## src/design/sccl_pkg.sv

```systemverilog
// shared types and constants for the condensed longest path block
package sccl_pkg;

    localparam int PAGE_W = 11;
    localparam int CNT_W  = 11;

    // datapath operation for the current cycle
    typedef enum logic [5:0] {
        C_LOAD, C_CLR, C_CNT_RD, C_CNT_ADR, C_CNT_WR, C_PRE_RD, C_PRE_WR,
        C_FIL_RD, C_FIL_ADR, C_FIL_WR, C_ROOT, C_ROOT_CHK, C_VIS_A, C_VIS_B,
        C_LOOP, C_LOOP_A, C_LOOP_B, C_EDGE_A, C_EDGE_B, C_POP, C_STK_A, C_STK_B,
        C_PAR, C_PAR_A, C_PAR_B, C_INIT_RD, C_INIT_WR, C_CMP_RD, C_CMP_HDR,
        C_MEM_RD, C_MEM_ADJ, C_MEM_RNG, C_ADJ_RD, C_ADJ_CMP, C_ADJ_D, C_ADJ_WR,
        C_CMP_END, C_OUT
    } t_cmd;

    // datapath flags back to the controller; cond depends on the command
    typedef struct packed {
        logic last_acc;
        logic empty;
        logic cond;
    } t_status;

endpackage

```

## src/design/sccl_ctrl.sv

```systemverilog
// sequencer for loading, component search and path pass
module sccl_ctrl import sccl_pkg::*; (
    input  logic    i_clk,
    input  logic    i_rst_n,
    input  t_status i_status,
    output t_cmd    o_cmd
);

    typedef enum logic [5:0] {
        S_LOAD, S_CLR, S_CNT_RD, S_CNT_ADR, S_CNT_WR, S_PRE_RD, S_PRE_WR,
        S_FIL_RD, S_FIL_ADR, S_FIL_WR, S_ROOT, S_ROOT_CHK, S_VIS_A, S_VIS_B,
        S_LOOP, S_LOOP_A, S_LOOP_B, S_EDGE_A, S_EDGE_B, S_POP, S_STK_A, S_STK_B,
        S_PAR, S_PAR_A, S_PAR_B, S_INIT_RD, S_INIT_WR, S_CMP_RD, S_CMP_HDR,
        S_MEM_RD, S_MEM_ADJ, S_MEM_RNG, S_ADJ_RD, S_ADJ_CMP, S_ADJ_D, S_ADJ_WR,
        S_CMP_END, S_OUT
    } t_state;

    t_state r_state, n_state;
    logic   c;

    // each state issues the command of the same position
    assign o_cmd = t_cmd'(r_state);
    assign c     = i_status.cond;

    // next state
    always_comb begin
        n_state = r_state;
        case (r_state)
            S_LOAD: begin
                if (i_status.last_acc) n_state = i_status.empty ? S_OUT : S_CLR;
            end
            S_CLR:      if (c) n_state = S_CNT_RD;
            S_CNT_RD:   n_state = c ? S_PRE_RD : S_CNT_ADR;
            S_CNT_ADR:  n_state = c ? S_CNT_WR : S_CNT_RD;
            S_CNT_WR:   n_state = S_CNT_RD;
            S_PRE_RD:   n_state = c ? S_FIL_RD : S_PRE_WR;
            S_PRE_WR:   n_state = S_PRE_RD;
            S_FIL_RD:   n_state = c ? S_ROOT : S_FIL_ADR;
            S_FIL_ADR:  n_state = c ? S_FIL_WR : S_FIL_RD;
            S_FIL_WR:   n_state = S_FIL_RD;
            S_ROOT:     n_state = c ? S_INIT_RD : S_ROOT_CHK;
            S_ROOT_CHK: n_state = c ? S_ROOT : S_VIS_A;
            S_VIS_A:    n_state = S_VIS_B;
            S_VIS_B:    n_state = S_LOOP;
            S_LOOP:     n_state = c ? S_ROOT : S_LOOP_A;
            S_LOOP_A:   n_state = S_LOOP_B;
            S_LOOP_B:   n_state = c ? S_EDGE_A : S_POP;
            S_EDGE_A:   n_state = S_EDGE_B;
            S_EDGE_B:   n_state = c ? S_LOOP : S_VIS_A;
            S_POP:      n_state = c ? S_STK_A : S_PAR;
            S_STK_A:    n_state = S_STK_B;
            S_STK_B:    n_state = c ? S_PAR : S_STK_A;
            S_PAR:      n_state = c ? S_LOOP : S_PAR_A;
            S_PAR_A:    n_state = S_PAR_B;
            S_PAR_B:    n_state = S_LOOP;
            S_INIT_RD:  n_state = c ? S_CMP_RD : S_INIT_WR;
            S_INIT_WR:  n_state = S_INIT_RD;
            S_CMP_RD:   n_state = c ? S_OUT : S_CMP_HDR;
            S_CMP_HDR:  n_state = S_MEM_RD;
            S_MEM_RD:   n_state = c ? S_CMP_END : S_MEM_ADJ;
            S_MEM_ADJ:  n_state = S_MEM_RNG;
            S_MEM_RNG:  n_state = S_ADJ_RD;
            S_ADJ_RD:   n_state = c ? S_MEM_RD : S_ADJ_CMP;
            S_ADJ_CMP:  n_state = S_ADJ_D;
            S_ADJ_D:    n_state = c ? S_ADJ_WR : S_ADJ_RD;
            S_ADJ_WR:   n_state = S_ADJ_RD;
            S_CMP_END:  n_state = S_CMP_RD;
            S_OUT:      if (c) n_state = S_LOAD;
            default:    n_state = S_LOAD;
        endcase
    end

    // state register
    always_ff @(posedge i_clk) begin
        if (!i_rst_n) begin
            r_state <= S_LOAD;
        end else begin
            r_state <= n_state;
        end
    end

endmodule

```

## config.mk

```make
export PLATFORM = sky130hd
export DESIGN_NAME = sccl_ctrl
export DESIGN_NICKNAME = d
export VERILOG_FILES = /design/src/design/sccl_pkg.sv /design/src/design/sccl_ctrl.sv
export SDC_FILE = /design/constraint.sdc
export NUM_CORES = 1
export LEC_CHECK = 0
export ABC_AREA = 1
export ABC_CLOCK_PERIOD_IN_PS = 1500
export BUFFER_PORTS_ARGS = -buffer_cell sky130_fd_sc_hd__buf_2
export CAP_MARGIN = 20
export CELL_PAD_IN_SITES_DETAIL_PLACEMENT = 1
export CELL_PAD_IN_SITES_GLOBAL_PLACEMENT = 1
export CORE_MARGIN = 2
export CORE_UTILIZATION = 37
export DETAILED_ROUTE_END_ITERATION = 10
export HOLD_SLACK_MARGIN = 0.08
export MAX_ROUTING_LAYER = met4
export PLACE_DENSITY_LB_ADDON = 0.1
export SETUP_SLACK_MARGIN = 0.2
export SYNTH_ARGS = -nofsm -noshare
export SYNTH_HDL_FRONTEND = slang
export SYNTH_SLANG_ARGS = --single-unit
```

## constraint.sdc

```tcl
create_clock -name i_clk -period 1.5 [get_ports i_clk]
set_input_delay 0.225 -clock i_clk [delete_from_list [all_inputs] [get_ports i_clk]]
set_output_delay 0.225 -clock i_clk [all_outputs]
set_load 0.05 [all_outputs]
```

==> reports/metrics.cfg, run 1 <==
[sta]
worst_path_end_type = register data pin
worst_endpoint = o_cmd[2]$_SDFFE_PN0P_/D

[synth]
synth_fp_nets = 195
syn-cell-area_sq_um = 938
yosys.area.top_type_share_pct = 25.6
synth_most_common_cell = nand2_1
synth-main-ff-cell = dfxtp_1
yosysTopAreaCell = nand2_1
yosysWarningCount = 0
async_flop_share_pct = 0
ys_ff_latch = 6
synthTopCellsByArea = nand2_1 26%, nand3_1 17%, nor2_1 14%, dfxtp_1 13%, inv_1 7.6%
synth_edf_count = 0
yosysUniqueCellTypes = 22
avgSynthCellArea_sq_um = 4.94
synthCells = 190
yosys-top-cells-count = 64 x nand2_1, 34 x nor2_1, 31 x nand3_1
seq_area_frac_synth_pct = 12.8

[clocking]
hold_buffers = 0
h-tree-depth = 1
clkSinkCount = 6
clockRootBuffer = clkbuf_4
cts_made_buffers = 3
clock_path_buffers = 2

[floorplanning]
num_rows = 18
initial_core_util_pct = 38.6
fp.dieH_microns = 54.4
io_pins = 11
die-width_microns = 54.4

[outcome]
lastStage = global routing (5_1_grt)
status = did not finish
error = [ERROR DPL-0033] detailed placement checks failed during check placement.

[placed_design]
place.port_buffers = 10
place_area_sq_mm = 0.00125
gp_congestion = 1.07
post-dp-hpwl_microns = 3600

[grt]
antenna_found_initial = 0
grt_max_degree = 16

## per-stage QoR
step	setup slack [ns]	instances	utilization, %
floorplan	0.147	190	-
detailed placement	-0.113	243	51.4
global placement	-0.0800	243	51.4
CTS	-0.0201	255	57.5
## cell families after synthesis
group,Yosys count,share of synthesized area (%)
multiplexers,1,1.07
buffers and inverters,24,10.7
flip-flops,6,12.8
AO/OA/AOI/OAI,13,7.60
AND/OR/NAND/NOR,146,67.9
## timing repair
item | in CTS
gates resized for setup | 16
setup endpoints to repair | 6
gates cloned | 0
pin swaps | 3
setup buffers | 9
==> run 2: changes to the inputs <==
==> config.mk (replaced) <==
export PLATFORM = sky130hd
export DESIGN_NAME = sccl_ctrl
export DESIGN_NICKNAME = d
export VERILOG_FILES = /design/src/design/sccl_pkg.sv /design/src/design/sccl_ctrl.sv
export SDC_FILE = /design/constraint.sdc
export NUM_CORES = 1
export LEC_CHECK = 0
export ABC_AREA = 1
export ABC_CLOCK_PERIOD_IN_PS = 1500
export BUFFER_PORTS_ARGS = -buffer_cell sky130_fd_sc_hd__buf_2
export CAP_MARGIN = 20
export CORE_AREA = 2 2 63 65
export DETAILED_ROUTE_END_ITERATION = 10
export DIE_AREA = 0 0 65 67
export PLACE_DENSITY_LB_ADDON = 0.15
export SYNTH_ARGS = -nofsm -noshare
export SYNTH_HDL_FRONTEND = slang
export SYNTH_SLANG_ARGS = --single-unit
==> run 2 against run 1 <==
  * The flow now finishes, with violations (negative setup slack)
  * Area after synthesis stayed put
  * Synthesized cell count unchanged
==> reports/metrics.cfg, run 2 <==
[clocking]
clkSinkCount = 6
path_clk_slew_ns = 0.04
cts_tree = done
h-tree-depth = 1
clock_path_buffers = 2
clockRootBuffer = clkbuf_8
cts_made_buffers = 3
hold_buffers = 0
clock_latency_ns = 0.22

[sta]
worst_clock_skew_ns = 0.000817
maxSlewHeadroom_pct = 76.1
rsz0062_at_grt = yes
min_period_ns = 1.50
final_hold_viol_count = 0
setup_viol = 1
fmax_mhz = 666
slew_viol_final = 0
worstMarginPinSlew_ns = 0.358
setup_ws_ns = -0.000987
post-route-period-util_pct = 100

[finish]
largest_reg_flops = 6
final_nets = 237
fillers = 405
drive_gt1_share_pct = 41.3
n_antenna_cell = 0
fin_util_pct = 42.0
syn2layout_area_growth_pct = 61.5
final_cell_mix = 50 x nand2_1, 28 x nand3_1, 25 x buf_4
mostFrequentLayoutCell = nand2_1

[synth]
synthCells = 190
yosys.area.top_type_share_pct = 25.6
synthTopCellsByArea = nand2_1 26%, nand3_1 17%, nor2_1 14%, dfxtp_1 13%, inv_1 7.6%
synth_fp_nets = 195
yosys-top-cells-count = 64 x nand2_1, 34 x nor2_1, 31 x nand3_1
yosysUniqueCellTypes = 22
syn-cell-area_sq_um = 938
synth-main-ff-cell = dfxtp_1
synth_most_common_cell = nand2_1
synth_edf_count = 0
async_flop_share_pct = 0
yosysWarningCount = 0
yosys-mux-area-fraction_pct = 1.07
synth_top_family_by_area = simple AND/OR/NAND/NOR gates
synthAdderAreaFrac_pct = 0
avgSynthCellArea_sq_um = 4.94
synthSimpleGateAreaFrac_pct = 67.9
synth_compound_area_share_pct = 7.60
seq_area_frac_synth_pct = 12.8
synth_xor_area_share_pct = 0
yosysTopAreaCell = nand2_1
ys_ff_latch = 6

[job]
drv_cap = 0

[route]
postRouteAntennaNets = 0
routed_wl_microns = 3790
drc_errors = 0
first_pass_iters = 4
vias = 1449
via_per_inst = 5.21
drt_iter0_markers = 101
drt-wirelength-per-cell_microns = 13.6

[setup_path]
cp.required_ns = 1.65
cp-end-kind = flip-flop
crit_fanout = 8
crit_arrival_ns = 1.65
cp_slowest_stage_delay_ns = 0.37
cp_cell_sequence = nor2_2 -> nand3_1 -> buf_4 -> nand2_1 -> inv_1 -> nand3_1 -> nor2_1 -> nand2_1 -> nand2_1 -> a21oi_1
worstSetupStartpointType = flip-flop
crit_path_frequent_cell = nand2_1
crit_slowest_cell = dfxtp_4
critPathKind = reg2reg

[grt]
grt_overflow = 0
antenna_found_initial = 0
grt.total_usage_pct = 18.4
grt_pass1_vias = 1204
grt_pass1_wl_microns = 6070
grt_max_degree = 21

[floorplanning]
initial_core_util_pct = 26.0
num_rows = 22
core-area_sq_mm = 0.00361
io_pins = 11
dieArea_sq_mm = 0.00436
fp.dieH_microns = 67
die-width_microns = 65

[outcome]
status = finished with violations
violations = negative setup slack

[placed_design]
post-dp-hpwl_microns = 2900
place.port_buffers = 10
gp_congestion = 0.881
post-place-ws_ns = -0.0971

[power_and_ir_drop]
power.density_mw_per_mm2 = 1750
leakagePower_nw = 0.795
total_power_mw = 2.65
vdd_drop_max_uv = 933

[min_path]
hp-class = in2reg

[run 2: logic make-up (layout without fill, tap and decap cells)]
| kind of cell | after synthesis | after routing |
|---|---|---|
| compound gates | 13 | 13 |
| flops | 6 | 6 |
| mux | 1 | 1 |
| simple gates | 146 | 146 |
| buf+inv | 24 | 64 |
[run 2: per-stage QoR]
step                cell area (sq um)  hold WS [ns]  instances  setup TNS [ns]
floorplan                         956         0.322        190               0
global placement                 1270         0.429        269          -0.564
global route                     1520         0.202        278          -0.387
finish                           1520         0.205        278       -0.000987
CTS                              1400         0.199        273         -0.0222
detailed placement               1270         0.427        269          -0.407
[run 2: timing repair]
action,CTS,global route
resized for setup,28,27
pin swaps,11,17
buffers inserted,3,5
setup endpoints to repair,6,6
[run 2: worst paths after layout]
kind / start / to / slack, ns / depth (start not counted)
worst max-delay path: o_cmd[0] / o_cmd[2] / -0.001 / 10
worst min-delay path: i_rst_n / o_cmd[4] / 0.21 / 3
worst max register to register: o_cmd[0] / o_cmd[2] / -0.001 / 10
worst min register to register: o_cmd[4] / o_cmd[2] / 0.71 / 4
[run 2: critical path: cells and delay by family, from the launching register on]
kind            cells  cell delay (ns)
buf+inv             2             0.21
flops               1             0.37
compound gates      1             0.13
simple gates        7             0.72
[run 2: routing by layer]
metal / up-vias / share of wire (%) / global-route usage [%]
li1: 701 / - / -
met3: 2 / 9.1 / 3.04
met4: 0 / 0.37 / 0
met2: 75 / 46 / 29.9
met1: 671 / 44 / 27.0
met5: - / 0 / 0
[run 2: area by class of cell]
class	instances	area, sq um	area share [%]
Sequential cell	6	143	9.41
Timing Repair Buffer	41	332	21.9
Multi-Input combinational cell	160	856	56.5
Clock buffer	3	41.3	2.73
Inverter	20	83.8	5.53
Tap cell	48	60.1	3.96
[run 2: power breakdown]
group / total (mW) / internal [mW] / switching [mW]
Clock: 0.239 / 0.172 / 0.0670
Sequential: 0.387 / 0.257 / 0.130
Combinational: 2.02 / 0.753 / 1.27
No activity file was read; power rests on OpenSTA's default activity.
==> run 3: changes to the inputs <==
--- a/config.mk
+++ b/config.mk
@@ -9,6 +9,8 @@
 export ABC_CLOCK_PERIOD_IN_PS = 1500
 export BUFFER_PORTS_ARGS = -buffer_cell sky130_fd_sc_hd__buf_2
 export CAP_MARGIN = 20
+export CELL_PAD_IN_SITES_DETAIL_PLACEMENT = 1
+export CELL_PAD_IN_SITES_GLOBAL_PLACEMENT = 2
 export CORE_AREA = 2 2 63 65
 export DETAILED_ROUTE_END_ITERATION = 10
 export DIE_AREA = 0 0 65 67
==> run 3 against run 2 <==
  * The run still ends with negative setup slack left
  * Global-route usage increased by 7.3 points
  * Register-to-register slack got worse by 0.09 ns
  * Highest routed layer unchanged
  * Routed wire length increased by 50%
  * Fmax decreased by 5.6%
  * Via count increased by 13%
  * First-iteration DRC count decreased by 8.9%
  * Core utilization increased by 12 points
  * Power increased by 35%
  * Largest cell class unchanged
  * Critical path depth increased by 1
  * Clock power increased by 6%
  * Largest power group unchanged
  * Sequential power increased by 3%
  * Flip-flop and latch count unchanged
==> reports/metrics.cfg, run 3 (synthesis gave the netlist of run 2 again) <==
[clocking]
clock_path_buffers = 2
cts_tree = done
clock_latency_ns = 0.22
hold_buffers = 0
path_clk_slew_ns = 0.04
clockRootBuffer = clkbuf_8
clkSinkCount = 6
cts_made_buffers = 3
h-tree-depth = 1

[power_and_ir_drop]
power.density_mw_per_mm2 = 1860
vdd_drop_max_uv = 868
leakagePower_nw = 1.01

[grt]
met2_usage_pct = 47.3
use_met3_pct = 1.69
grt.total_usage_pct = 25.7
grt-busiest-layer = met2
grt_overflow = 0
grt_pass1_vias = 1656
use_met1_pct = 32.7
grt_max_degree = 11
grt_pass1_wl_microns = 8530
antenna_found_initial = 0

[setup_path]
crit_family = simple AND/OR/NAND/NOR gates
critPathKind = reg2reg
worst-path-buf-inv = 2
worstSetupStartpointType = flip-flop
cp-end-kind = flip-flop
crit_arrival_ns = 1.73
crit_slowest_cell = dfxtp_4
cp_cell_sequence = buf_6 -> nor2_4 -> nand3_2 -> buf_6 -> nand2_2 -> nand2_1 -> nand2_1 -> nor2_2 -> nand3_2 -> nand2_1 -> nor2_1
cp.required_ns = 1.64
cp_slowest_stage_delay_ns = 0.39
crit_fanout = 7
crit_path_frequent_cell = nand2_1

[sta]
post-route-period-util_pct = 106
final_hold_viol_count = 0
worstMarginPinSlew_ns = 0.342
slew_viol_final = 0
worst_clock_skew_ns = 0.00672
setup_ws_ns = -0.0908
setup_viol = 5
setup-tns-final_ns = -0.362
min_period_ns = 1.59
rsz0062_at_grt = yes
maxSlewHeadroom_pct = 77.1
fmax_mhz = 629

[outcome]
violations = negative setup slack
status = finished with violations

[finish]
drive_gt1_share_pct = 58.7
fin_util_pct = 53.6
final_cell_mix = 46 x nand2_1, 46 x buf_4, 17 x nand3_1, 17 x nor2_1
final_nets = 270
fillers = 472
syn2layout_area_growth_pct = 106
instances_no_fill = 312
n_antenna_cell = 0
design_area_sq_mm = 0.00193
largest_reg_flops = 6

[placed_design]
place_area_sq_mm = 0.00142
post-dp-hpwl_microns = 3860
gp_congestion = 0.932
place.port_buffers = 10
placed_cells = 294

[route]
drt-wirelength-per-cell_microns = 18.2
routed_wl_microns = 5670
drc_errors = 0
drt_iter0_markers = 92
vias = 1642
postRouteAntennaNets = 0
first_pass_iters = 4
via_per_inst = 5.26

[min_path]
hp-class = in2reg

[floorplanning]
num_rows = 22
core-area_sq_mm = 0.00361
initial_core_util_pct = 26.0
fp.dieH_microns = 67
dieArea_sq_mm = 0.00436
die-width_microns = 65
io_pins = 11

[job]
drv_cap = 0

## run 3: power breakdown
group	switching (mW)	internal, mW	total [mW]
Clock	0.0706	0.183	0.253
Combinational	1.70	1.23	2.94
Sequential	0.141	0.256	0.397
## run 3: timing repair
action	in CTS	in global routing
endpoints found under the hold margin	0	0
cloned	1	1
pin swaps	30	19
setup buffers	9	5
resized for setup	96	15
endpoints found under the setup margin	6	6
## run 3: layout make-up
cell class,count,area [sq um],share of cell area [%]
Multi-Input combinational cell,160,1010,52.2
Clock buffer,4,45.0,2.33
Inverter,20,82.6,4.27
Timing Repair Buffer,74,596,30.8
Tap cell,48,60.1,3.11
Sequential cell,6,140,7.25
## run 3: metal layers
metal	vias up	share of wire, %
met5	-	0
li1	765	-
met3	13	5.1
met2	50	51
met1	814	42
met4	0	2.2
## run 3: per-stage QoR
stage / hold WS (ns) / setup slack (ns) / power (mW)
3_3_place_gp: 0.426 / -0.173 / 2.28
4_1_cts: 0.210 / -0.0223 / 3.34
3_5_place_dp: 0.438 / -0.208 / 2.32
6_report: 0.208 / -0.0908 / 3.59
2_1_floorplan: 0.322 / 0.00700 / 1.39
5_1_grt: 0.221 / -0.190 / 3.82
## run 3: final timing paths
check,start,to,slack (ns),cells past startpoint
min reg2reg,o_cmd[0],o_cmd[5],0.85,4
min,i_rst_n,o_cmd[4],0.21,3
max reg2reg,o_cmd[0],o_cmd[1],-0.09,11
max,o_cmd[0],o_cmd[1],-0.09,11
## run 3: worst reg2reg max path: stages, from the launching register on
cell     delay [ns]
dfxtp_4        0.39
buf_6          0.14
nor2_4         0.22
nand3_2        0.15
buf_6          0.15
nand2_2        0.04
nand2_1        0.05
nand2_1        0.10
nor2_2         0.06
nand3_2        0.07
nand2_1        0.05
nor2_1         0.11
==> run 4: changes to the inputs <==
--- a/config.mk
+++ b/config.mk
@@ -7,14 +7,14 @@
 export LEC_CHECK = 0
 export ABC_AREA = 1
 export ABC_CLOCK_PERIOD_IN_PS = 1500
-export BUFFER_PORTS_ARGS = -buffer_cell sky130_fd_sc_hd__buf_2
 export CAP_MARGIN = 20
 export CELL_PAD_IN_SITES_DETAIL_PLACEMENT = 1
 export CELL_PAD_IN_SITES_GLOBAL_PLACEMENT = 2
 export CORE_AREA = 2 2 63 65
 export DETAILED_ROUTE_END_ITERATION = 10
 export DIE_AREA = 0 0 65 67
-export PLACE_DENSITY_LB_ADDON = 0.15
+export DONT_BUFFER_PORTS = 1
+export PLACE_DENSITY_LB_ADDON = 0.1
 export SYNTH_ARGS = -nofsm -noshare
 export SYNTH_HDL_FRONTEND = slang
 export SYNTH_SLANG_ARGS = --single-unit
==> run 4 against run 3 <==
  * The flow still finishes with violations (negative setup slack)
  * Sequential share of layout area is 2.6 points higher
  * Sequential power is 7.3% lower
  * Register-to-register slack better by 0.05 ns
  * Global-route usage is 4.1 points lower
  * Fmax is 3.3% higher
  * Via count is 14% lower
  * Critical path depth is 1 lower
  * Critical path type unchanged
  * Critical endpoint is now o_cmd[0]
==> reports/metrics.cfg, run 4 (synthesis gave the netlist of run 2 again) <==
[sta]
post-route-period-util_pct = 103
slew_viol_final = 0
final_hold_viol_count = 0
maxSlewHeadroom_pct = 85.1
setup_ws_ns = -0.0396
worstMarginPinSlew_ns = 0.221
setup-tns-final_ns = -0.0575
rsz0062_at_grt = yes
min_period_ns = 1.54
fmax_mhz = 650
worst_clock_skew_ns = 0.00317
setup_viol = 3

[route]
via_per_inst = 5.14
routed_wl_microns = 4370
highest_layer = met4
first_pass_iters = 5
drt_iter0_markers = 64
drc_errors = 0
route.met2.wl_microns = 2180
postRouteAntennaNets = 0
met3_length_microns = 168
drt-wirelength-per-cell_microns = 15.9
vias = 1407
wl_met1_microns = 1960

[finish]
syn2layout_area_growth_pct = 54.4
fin_util_pct = 40.2
drive_gt1_share_pct = 35.4
final_nets = 232
final_cell_mix = 57 x nand2_1, 32 x buf_4, 27 x nand3_1
n_antenna_cell = 0
mostFrequentLayoutCell = nand2_1
largest_reg_flops = 6

[setup_path]
cp.required_ns = 1.64
worstSetupStartpointType = flip-flop
crit_fanout = 5
crit_arrival_ns = 1.68
cp-end-kind = flip-flop
critPathKind = reg2reg

[power_and_ir_drop]
power.density_mw_per_mm2 = 1890
total_power_mw = 2.75
vdd_drop_max_uv = 1070
leakagePower_nw = 0.790

[min_path]
hp-class = in2reg

[grt]
grt.total_usage_pct = 21.6
grt_pass1_wl_microns = 7070
grt_max_degree = 21
grt_overflow = 0
grt_pass1_vias = 1411
antenna_found_initial = 0

[clocking]
clock_path_buffers = 2
clkSinkCount = 6
clock_latency_ns = 0.22
postCtsSetupRepairBufs = 0
h-tree-depth = 1
clockRootBuffer = clkbuf_8
cts_made_buffers = 3
path_clk_slew_ns = 0.04
cts_tree = done

[floorplanning]
fp.dieH_microns = 67
dieArea_sq_mm = 0.00436
num_rows = 22
io_pins = 11
core-area_sq_mm = 0.00361
initial_core_util_pct = 26.0
die-width_microns = 65

[placed_design]
place.port_buffers = 0
gp_congestion = 0.983
post-dp-hpwl_microns = 3580

[job]
drv_cap = 0

[outcome]
violations = negative setup slack
status = finished with violations

-- run 4: changes by cell type in the layout (fill, tap and decap cells not counted), sizes merged --
cell	delta
buf	-38
-- run 4: through the flow --
step                hold slack (ns)  setup WS (ns)  area, sq um  std cells
floorplan                     0.322        0.00700          956        190
global placement              0.342        -0.0712         1300        270
detailed placement            0.341         -0.107         1300        270
CTS                           0.106       -0.00114         1420        274
global route                  0.123         -0.133         1450        274
finish                        0.107        -0.0396         1450        274
-- run 4: layer usage --
layer | global-route usage [%] | up-vias
met2 | 38.7 | 35
li1 | - | 693
met4 | 5.85 | 0
met5 | 0 | -
met3 | 3.04 | 8
met1 | 26.9 | 671
-- run 4: layout make-up --
cell class	count	area [sq um]
clock buffer	4	45.0
multi-input combinational	160	812
tap	48	60.1
sequential	6	143
fill	507	2160
inverter	20	77.6
timing repair buffer	36	312
-- run 4: path summary, 6_finish.rpt --
kind	startpoint	depth (start not counted)	slack, ns	endpoint
setup reg to reg	o_cmd[1]	10	-0.04	o_cmd[0]
hold reg to reg	o_cmd[4]	4	0.78	o_cmd[2]
setup / recovery	o_cmd[1]	10	-0.04	o_cmd[0]
hold / removal	i_rst_n	2	0.11	o_cmd[4]
-- run 4: worst max-delay path: stages, from the launching register on --
cell and delay (ns):
dfxtp_4 0.37, inv_2 0.05, buf_4 0.14, nor2_4 0.18, buf_6 0.13, nand4_1 0.14, nand3b_1 0.13, nor2_1 0.05
nand2_1 0.06, nand2_1 0.05, a21oi_1 0.14
-- run 4: where the power goes --
group	total (mW)	internal, mW	switching (mW)	leakage (nW)
Combinational	2.12	0.839	1.28	0.714
Clock	0.254	0.183	0.0709	0.0228
Sequential	0.368	0.257	0.111	0.0534
Total	2.75	1.28	1.47	0.790
-- run 4: repair_timing --
item	in CTS	in global routing
resized for setup	29	10
endpoints found under the setup margin	5	6
endpoints found under the hold margin	0	0
hold buffers	0	0
pin swaps	6	6
